## config.mk

```make
export PLATFORM = sky130hd
export DESIGN_NAME = unordered_list_store_top
export DESIGN_NICKNAME = d
export VERILOG_FILES = /design/src/uls_pkg.sv /design/src/uls_ram.sv /design/src/uls_datapath.sv /design/src/uls_ctrl.sv /design/src/unordered_list_store_top.sv
export SDC_FILE = /design/constraint.sdc
export NUM_CORES = 1
export LEC_CHECK = 0
export ABC_AREA = 1
export ABC_CLOCK_PERIOD_IN_PS = 3880
export BUFFER_PORTS_ARGS = -buffer_cell sky130_fd_sc_hd__buf_2
export CORE_MARGIN = 5
export CORE_UTILIZATION = 33
export DETAILED_ROUTE_END_ITERATION = 10
export GPL_TIMING_DRIVEN = 0
export MAX_ROUTING_LAYER = met4
export PLACE_DENSITY = 0.51
export SLEW_MARGIN = 20
export SYNTH_ARGS = -nofsm -noshare
export SYNTH_HDL_FRONTEND = slang
export SYNTH_SLANG_ARGS = --single-unit
```

## constraint.sdc

```tcl
create_clock -name clk -period 3.88 [get_ports clk]
set_clock_uncertainty 0.1 [all_clocks]
set_input_delay 0.388 -clock clk [delete_from_list [all_inputs] [get_ports clk]]
set_output_delay 0.388 -clock clk [all_outputs]
set_load 0.05 [all_outputs]
```

## src/uls_pkg.sv

```systemverilog
// Package for the unordered list store: item types, command and status codes,
// and the control and status bundles between controller and datapath.
// No dependencies.
package uls_pkg;

  // Default number of list entries
  localparam int DEF_CAPACITY = 16;

  // Command codes of an input item
  localparam logic [1:0] CMD_INSERT = 2'd0;
  localparam logic [1:0] CMD_SEARCH = 2'd1;
  localparam logic [1:0] CMD_DELETE = 2'd2;

  // Status codes of a result item
  localparam logic [1:0] ST_OK        = 2'd0;
  localparam logic [1:0] ST_NOT_FOUND = 2'd1;
  localparam logic [1:0] ST_FULL      = 2'd2;

  // Result kinds picked by the controller
  localparam logic [2:0] RES_INS_OK    = 3'd0;
  localparam logic [2:0] RES_FULL      = 3'd1;
  localparam logic [2:0] RES_NOT_FOUND = 3'd2;
  localparam logic [2:0] RES_HIT       = 3'd3;
  localparam logic [2:0] RES_DEL       = 3'd4;

  typedef struct packed {
    logic [1:0]         command;
    logic signed [31:0] value;
  } req_item_t;

  typedef struct packed {
    logic [1:0] status;
    logic [3:0] position;
    logic [4:0] fill_count;
  } res_item_t;

  // Controller to datapath
  typedef struct packed {
    logic       ld_item;   // latch the search value
    logic       idx_clr;
    logic       idx_inc;
    logic       hit_ld;    // remember the match index
    logic       rd_next;   // read address idx+1 instead of idx
    logic       wr_insert; // write request value at the fill position
    logic       wr_shift;  // write read data at idx
    logic       cnt_inc;
    logic       cnt_dec;
    logic       res_ld;
    logic [2:0] res_kind;
  } uls_ctrl_t;

  // Datapath to controller
  typedef struct packed {
    logic [1:0] in_cmd;
    logic       empty;
    logic       full;
    logic       match;      // read data equals the latched value
    logic       last_scan;  // idx is the last valid entry
    logic       shift_more; // another entry remains to move left
  } uls_stat_t;

endpackage

```

## src/uls_ram.sv

```systemverilog
// Generic single-write, single-read RAM with registered read data.
// No dependencies.
module uls_ram #(
  parameter int WIDTH = 32,
  parameter int DEPTH = 16,
  localparam int AW = (DEPTH > 1) ? $clog2(DEPTH) : 1
) (
  input  logic             clk,
  input  logic             we,
  input  logic [AW-1:0]    waddr,
  input  logic [WIDTH-1:0] wdata,
  input  logic [AW-1:0]    raddr,
  output logic [WIDTH-1:0] rdata
);

  logic [WIDTH-1:0] mem [DEPTH];

  always_ff @(posedge clk) begin
    if (we) begin
      mem[waddr] <= wdata;
    end
    rdata <= mem[raddr];
  end

endmodule

```

## src/uls_datapath.sv

```systemverilog
// Datapath of the unordered list store: entry RAM, fill count, scan index,
// compare and result register.
// Depends on uls_pkg and uls_ram.
module uls_datapath import uls_pkg::*; #(
  parameter int CAPACITY = DEF_CAPACITY
) (
  input  logic      clk,
  input  logic      rst,
  input  req_item_t request,
  input  uls_ctrl_t ctrl,
  output uls_stat_t stat,
  output res_item_t result,
  output logic      done
);

  localparam int IW = (CAPACITY > 1) ? $clog2(CAPACITY) : 1;
  localparam int CW = $clog2(CAPACITY + 1);
  localparam int XW = CW + 2;

  logic [CW-1:0] count;
  logic [CW-1:0] count_next;
  logic [IW-1:0] idx;
  logic [IW-1:0] hit;
  logic [31:0]   value;
  logic          ram_we;
  logic [IW-1:0] ram_waddr;
  logic [31:0]   ram_wdata;
  logic [IW-1:0] ram_raddr;
  logic [31:0]   ram_rdata;
  logic [31:0]   pos_wide;
  logic [31:0]   fill_wide;
  res_item_t     res_next;

  // Entry store
  uls_ram #(
    .WIDTH(32),
    .DEPTH(CAPACITY)
  ) u_ram (
    .clk  (clk),
    .we   (ram_we),
    .waddr(ram_waddr),
    .wdata(ram_wdata),
    .raddr(ram_raddr),
    .rdata(ram_rdata)
  );

  // Write and read port muxing
  always_comb begin
    ram_we    = ctrl.wr_insert | ctrl.wr_shift;
    ram_waddr = ctrl.wr_insert ? IW'(count) : idx;
    ram_wdata = ctrl.wr_insert ? $unsigned(request.value) : ram_rdata;
    ram_raddr = ctrl.rd_next ? IW'(XW'(idx) + XW'(1)) : idx;
  end

  // Status to the controller
  always_comb begin
    stat.in_cmd     = request.command;
    stat.empty      = (count == '0);
    stat.full       = (count >= CW'(CAPACITY));
    stat.match      = (ram_rdata == value);
    stat.last_scan  = ((XW'(idx) + XW'(1)) >= XW'(count));
    stat.shift_more = ((XW'(idx) + XW'(2)) < XW'(count));
  end

  // Fill count
  always_comb begin
    count_next = count;
    if (ctrl.cnt_inc) begin
      count_next = count + CW'(1);
    end else if (ctrl.cnt_dec) begin
      count_next = count - CW'(1);
    end
  end

  always_ff @(posedge clk) begin
    if (rst) begin
      count <= '0;
    end else begin
      count <= count_next;
    end
  end

  // Scan index, match index and latched value
  always_ff @(posedge clk) begin
    if (ctrl.idx_clr) begin
      idx <= '0;
    end else if (ctrl.idx_inc) begin
      idx <= idx + IW'(1);
    end
    if (ctrl.hit_ld) begin
      hit <= idx;
    end
    if (ctrl.ld_item) begin
      value <= $unsigned(request.value);
    end
  end

  // Result formatting
  always_comb begin
    pos_wide  = '0;
    fill_wide = 32'(count_next);
    res_next.status = ST_OK;
    case (ctrl.res_kind)
      RES_INS_OK: pos_wide = 32'(count);
      RES_HIT:    pos_wide = 32'(idx);
      RES_DEL:    pos_wide = 32'(hit);
      RES_FULL:   res_next.status = ST_FULL;
      default:    res_next.status = ST_NOT_FOUND;
    endcase
    res_next.position   = pos_wide[3:0];
    res_next.fill_count = fill_wide[4:0];
  end

  // Result register and strobe
  always_ff @(posedge clk) begin
    if (ctrl.res_ld) begin
      result <= res_next;
    end
  end

  always_ff @(posedge clk) begin
    if (rst) begin
      done <= 1'b0;
    end else begin
      done <= ctrl.res_ld;
    end
  end

endmodule

```

## src/uls_ctrl.sv

```systemverilog
// Controller of the unordered list store: sequences insert, linear search
// and the left shift of delete. Depends on uls_pkg.
module uls_ctrl import uls_pkg::*; (
  input  logic      clk,
  input  logic      rst,
  input  logic      start,
  input  uls_stat_t stat,
  output uls_ctrl_t ctrl,
  output logic      busy
);

  localparam logic [2:0] S_IDLE     = 3'd0;
  localparam logic [2:0] S_READ     = 3'd1;
  localparam logic [2:0] S_CHECK    = 3'd2;
  localparam logic [2:0] S_SH_READ  = 3'd3;
  localparam logic [2:0] S_SH_WRITE = 3'd4;

  logic [2:0] state;
  logic [2:0] state_next;
  logic [1:0] cmd;
  logic [1:0] cmd_next;

  always_ff @(posedge clk) begin
    if (rst) begin
      state <= S_IDLE;
      cmd   <= CMD_INSERT;
    end else begin
      state <= state_next;
      cmd   <= cmd_next;
    end
  end

  assign busy = (state != S_IDLE);

  // Next state and datapath commands
  always_comb begin
    state_next = state;
    cmd_next   = cmd;
    ctrl       = '0;
    ctrl.res_kind = RES_NOT_FOUND;
    unique case (state)
      S_IDLE: begin
        if (start) begin
          cmd_next = stat.in_cmd;
          case (stat.in_cmd) inside
            CMD_INSERT: begin
              ctrl.res_ld = 1'b1;
              if (stat.full) begin
                ctrl.res_kind = RES_FULL;
              end else begin
                ctrl.wr_insert = 1'b1;
                ctrl.cnt_inc   = 1'b1;
                ctrl.res_kind  = RES_INS_OK;
              end
            end
            CMD_SEARCH, CMD_DELETE: begin
              ctrl.ld_item = 1'b1;
              ctrl.idx_clr = 1'b1;
              if (stat.empty) begin
                ctrl.res_ld = 1'b1;
              end else begin
                state_next = S_READ;
              end
            end
            default: begin
              ctrl.res_ld = 1'b1;
            end
          endcase
        end
      end
      S_READ: begin
        state_next = S_CHECK;
      end
      S_CHECK: begin
        if (stat.match) begin
          if (cmd == CMD_SEARCH) begin
            ctrl.res_ld   = 1'b1;
            ctrl.res_kind = RES_HIT;
            state_next    = S_IDLE;
          end else begin
            ctrl.hit_ld = 1'b1;
            if (stat.last_scan) begin
              // match on the last entry: nothing to move
              ctrl.cnt_dec  = 1'b1;
              ctrl.res_ld   = 1'b1;
              ctrl.res_kind = RES_HIT;
              state_next    = S_IDLE;
            end else begin
              ctrl.rd_next = 1'b1;
              state_next   = S_SH_READ;
            end
          end
        end else if (stat.last_scan) begin
          ctrl.res_ld = 1'b1;
          state_next  = S_IDLE;
        end else begin
          ctrl.idx_inc = 1'b1;
          state_next   = S_READ;
        end
      end
      S_SH_READ: begin
        // read of entry idx+1 in flight
        ctrl.rd_next = 1'b1;
        state_next   = S_SH_WRITE;
      end
      S_SH_WRITE: begin
        ctrl.wr_shift = 1'b1;
        if (stat.shift_more) begin
          ctrl.idx_inc = 1'b1;
          state_next   = S_SH_READ;
        end else begin
          ctrl.cnt_dec  = 1'b1;
          ctrl.res_ld   = 1'b1;
          ctrl.res_kind = RES_DEL;
          state_next    = S_IDLE;
        end
      end
      default: begin
        state_next = S_IDLE;
      end
    endcase
    // read address follows the index of the next read
    if (state_next == S_SH_READ) begin
      ctrl.rd_next = 1'b1;
    end
  end

endmodule

```

## src/unordered_list_store_top.sv

```systemverilog
// Unordered list store: insert is done in the idle state; search passes S_READ
// and S_CHECK per entry scanned; delete adds S_SH_READ and S_SH_WRITE per entry
// moved left. Result appears the cycle after the operation ends with done high
// for one cycle. A new item is taken whenever busy is low, also while done is
// high. Rate is set by the single read port of the entry RAM. Synchronous reset
// empties the list at once. Depends on uls_pkg, uls_ctrl and uls_datapath.
module unordered_list_store_top import uls_pkg::*; #(
  parameter int CAPACITY = DEF_CAPACITY
) (
  input  logic      clk,
  input  logic      rst,
  input  logic      start,
  input  req_item_t request,
  output logic      busy,
  output res_item_t result,
  output logic      done
);

  uls_ctrl_t ctrl;
  uls_stat_t stat;

  // Sequencer
  uls_ctrl u_ctrl (
    .clk  (clk),
    .rst  (rst),
    .start(start),
    .stat (stat),
    .ctrl (ctrl),
    .busy (busy)
  );

  // Storage, compare and result
  uls_datapath #(
    .CAPACITY(CAPACITY)
  ) u_datapath (
    .clk    (clk),
    .rst    (rst),
    .request(request),
    .ctrl   (ctrl),
    .stat   (stat),
    .result (result),
    .done   (done)
  );

endmodule
```

==> impl_metrics.py <==
metrics = {
    "placement": {
        "dp_slack_ps": -1090,
        "portBuffers": 48,
        "place.gp.congestion": 0.876,
        "dpl.cell_count": 3694,
        "hpwl_um": 58600,
    },
    "worst_hold_path": {
        "min_path_cells": 3,
        "hold_start": "start",
        "min_to": "u_datapath.done",
        "hp-class": "in2reg",
    },
    "critical_path": {
        "rr_worst_depth": 19,
        "reg2reg_slack_ps": 160,
        "reg2reg_to": "u_datapath.u_ram.rdata[21]",
        "critPathKind": "reg2reg",
        "critPathCaptureType": "register",
        "crit_chain": "ha_1 > xor2_2 > ha_1 > a21oi_1 > nor2_1 > nor2_1 > nand2_2 > nor2_4 > nand4_4 > nand3_4 > nand2_4 > nand2_8 > buf_8 > buf_4 > nand2_1 > nand3_1 > nand3_1 > nand3_1 > nand2_1",
        "critPathMostFrequentCell": "nand3_1",
        "crit_path_max_fanout": 10,
        "cp.required_ps": 4240,
        "regToRegStartpoint": "u_datapath.idx[0]",
        "slowest_stage": "dfxtp_2",
        "worstPathArrival_ps": 4080,
        "start_kind": "register",
        "max_stage_delay_ps": 470,
    },
    "global_route": {
        "antenna_found_initial": 4,
        "grt_overflow": 0,
        "track_usage": 0.201,
        "grt_pass1_wl_um": 124000,
        "grt_pass1_vias": 18116,
        "grt_start_max_net_pins": 21,
    },
    "outcome": {
        "status": "finished, final reports clean",
    },
    "route": {
        "vias": 19430,
        "wl_per_cell_um": 22.2,
        "vias_per_cell": 4.96,
        "drtPass1Iterations": 6,
        "wirelength_um": 87000,
        "drc": 0,
        "postRouteAntennaNets": 0,
        "first_iter_violations": 2052,
    },
    "cells_and_area": {
        "final_cells": 3914,
        "utilization": 0.407,
        "nets": 2854,
        "drive_gt1_frac": 0.153,
        "area_growth_pct": 22.5,
        "fillers": 7589,
    },
    "die": {
        "io_pins": 50,
        "fp.dieH_um": 294,
        "core_um2": 80400,
        "die_area_um2": 86700,
        "die_w_um": 294,
        "start_util": 0.332,
        "num_rows": 104,
    },
    "synthesis": {
        "ys_async_sr_fraction": 0,
        "synth-seq-cells": 606,
        "avgSynthCellArea_um2": 10.4,
        "yosysUniqueCellTypes": 39,
        "synth_edf_count": 559,
        "synthesis.area_um2": 26700,
        "yosys_warnings": 0,
        "dominantRegCellSynth": "edfxtp_1",
        "synth_cells": 2556,
        "synth_nets": 2608,
        "ys_seq_area_frac": 0.664,
    },
    "clocking": {
        "cts_buffers": 67,
        "worstSkewPairLatency_ps": 620,
        "cts_root_buf": "clkbuf_16",
        "cts.clk_slew.worst_paths_ps": 60,
        "htreeDepth": 3,
        "cts_tree": "yes",
        "cts_sinks": 606,
        "cts_buffer_depth": 3,
    },
    "timing": {
        "tightestPinTransition_ps": 1020,
        "hold_violations": 0,
        "period_share": 0.959,
        "slew_headroom": 0.314,
        "fmax_ghz": 0.269,
        "holdWs_ps": 53.7,
        "finalCriticalPeriod_ps": 3720,
        "setup_ws_ps": 161,
        "rsz0062_at_grt": "yes",
        "setup_viol": 0,
        "drv_slew": 0,
    },
    "power_and_ir_drop": {
        "p_per_area_nw_per_um2": 440,
        "leakage_nw": 13.6,
        "vdd_ir_drop_max_mv": 0.274,
    },
    "run": {
        "maxCapViolations": 0,
    },
}
cells by family after synthesis:
family	count (synthesis)	share of synthesized area
xor gates and xnor gates	24	0.00787
adders and majority gates	15	0.00703
buffers and inverters	612	0.0928
and+or+nand+nor	1247	0.217
AOI/OAI and AO/OA	52	0.0114
DFF	606	0.664
layout make-up:
cell class,count,area (um^2),area share
antenna,2,5.00,0.000153
buffer,126,901,0.0275
clock buffer,97,1880,0.0576
clock inverter,22,264,0.00807
inverter,485,1830,0.0559
multi-input combinational,1339,7000,0.214
sequential,606,17700,0.542
tap,1060,1330,0.0405
timing repair buffer,177,1770,0.0542
registers in the layout (all words and copies together), names as in the netlist:
register	count
u_ctrl.cmd	2
u_ctrl.state	3
u_datapath.count	5
u_datapath.done	1
u_datapath.hit	4
u_datapath.idx	4
u_datapath.result	11
u_datapath.u_ram.mem	512
u_datapath.u_ram.rdata	32
u_datapath.value	32
Yosys cell counts (19+ instances only):
master    number  area (um^2)
buf_2         77          385
buf_4         19          143
clkbuf_1      22         82.6
dfxtp_1       47          941
edfxtp_1     559        16800
inv_1        477         1790
nand2_1      547         2050
nand3_1      529         2650
nand3b_1      99          743
nor2_1        56          210
o21ai_0       20          100
xnor2_1       20          175
worst max-delay path by stage:
| stage | depth (start not counted) | to | slack [ps] | start |
|---|---|---|---|---|
| floorplan | 12 | u_datapath.u_ram.mem[13][0] | 290 | u_ctrl.state[0] |
| global placement | 12 | u_datapath.u_ram.mem[0][10] | -1990 | u_ctrl.state[0] |
| detailed placement | 17 | u_datapath.u_ram.rdata[30] | -1090 | u_datapath.idx[0] |
| CTS | 21 | u_datapath.u_ram.rdata[13] | 3 | u_datapath.idx[2] |
| global route | 14 | u_datapath.u_ram.mem[11][2] | -30 | u_ctrl.state[0] |
| finish | 19 | u_datapath.u_ram.rdata[21] | 160 | u_datapath.idx[0] |
per-layer routing:
layer	track usage	vias up	wire, um
met2	0.310	847	40300
met4	0.0589	0	2270
met3	0.0366	118	7660
met5	-	-	0
li1	-	8952	-
met1	0.273	9513	36700
power breakdown:
part / internal, mW / leakage [nW] / total [mW] / switching, mW
Clock: 3.72 / 1.04 / 6.33 / 2.61
Sequential: 7.29 / 5.45 / 7.32 / 0.0359
Combinational: 0.195 / 7.07 / 0.754 / 0.559
Total: 11.2 / 13.6 / 14.4 / 3.20
placed cells by master, fill, tap and decap left out, types with 6 or more instances in the layout:
master and n:
ha_1 15, nand3_4 10, dlygate4sd3_1 35, nor2_1 39, buf_6 31, nand2_1 541, clkinv_1 7, buf_16 9
xnor2_1 20, clkbuf_1 33, nand3b_1 99, clkbuf_16 70, buf_12 20, buf_2 84, nor2_4 18, edfxtp_1 559
nand3_2 21, a21oi_1 14, clkinv_2 6, inv_1 477, clkbuf_4 21, nand3_1 500, dfxtp_1 44, buf_4 79
clkbuf_2 6, o21ai_2 12, nand2_2 6
critical path, delay by kind of cell (launching register included):
kind	cells	cell delay (ps)
and+or+nand+nor	13	1670
buffers and inverters	2	400
DFF	1	470
adders and majority gates	2	540
AOI/OAI and AO/OA	1	150
xor gates and xnor gates	1	220
what timing repair did:
action | 4_1_cts | 5_1_grt
gates resized for setup | 58 | 135
pin swaps | 3 | 17
hold buffers | 35 | 0
setup endpoints to repair | 86 | 501
cloned | 0 | 2
endpoints found under the hold margin | 34 | 0
buffers inserted | 10 | 53
metrics by stage:
stage / total power [mW] / setup TNS, ps / cell area (um^2)
3_5_place_dp: 8.15 / -31470 / 29000
2_1_floorplan: 7.78 / 0 / 26700
5_1_grt: 14.8 / -354 / 32700
4_1_cts: 14.5 / 0 / 31700
6_report: 14.4 / 0 / 32700
3_3_place_gp: 8.10 / -988110 / 28300
No activity file was read; power rests on OpenSTA's default activity.
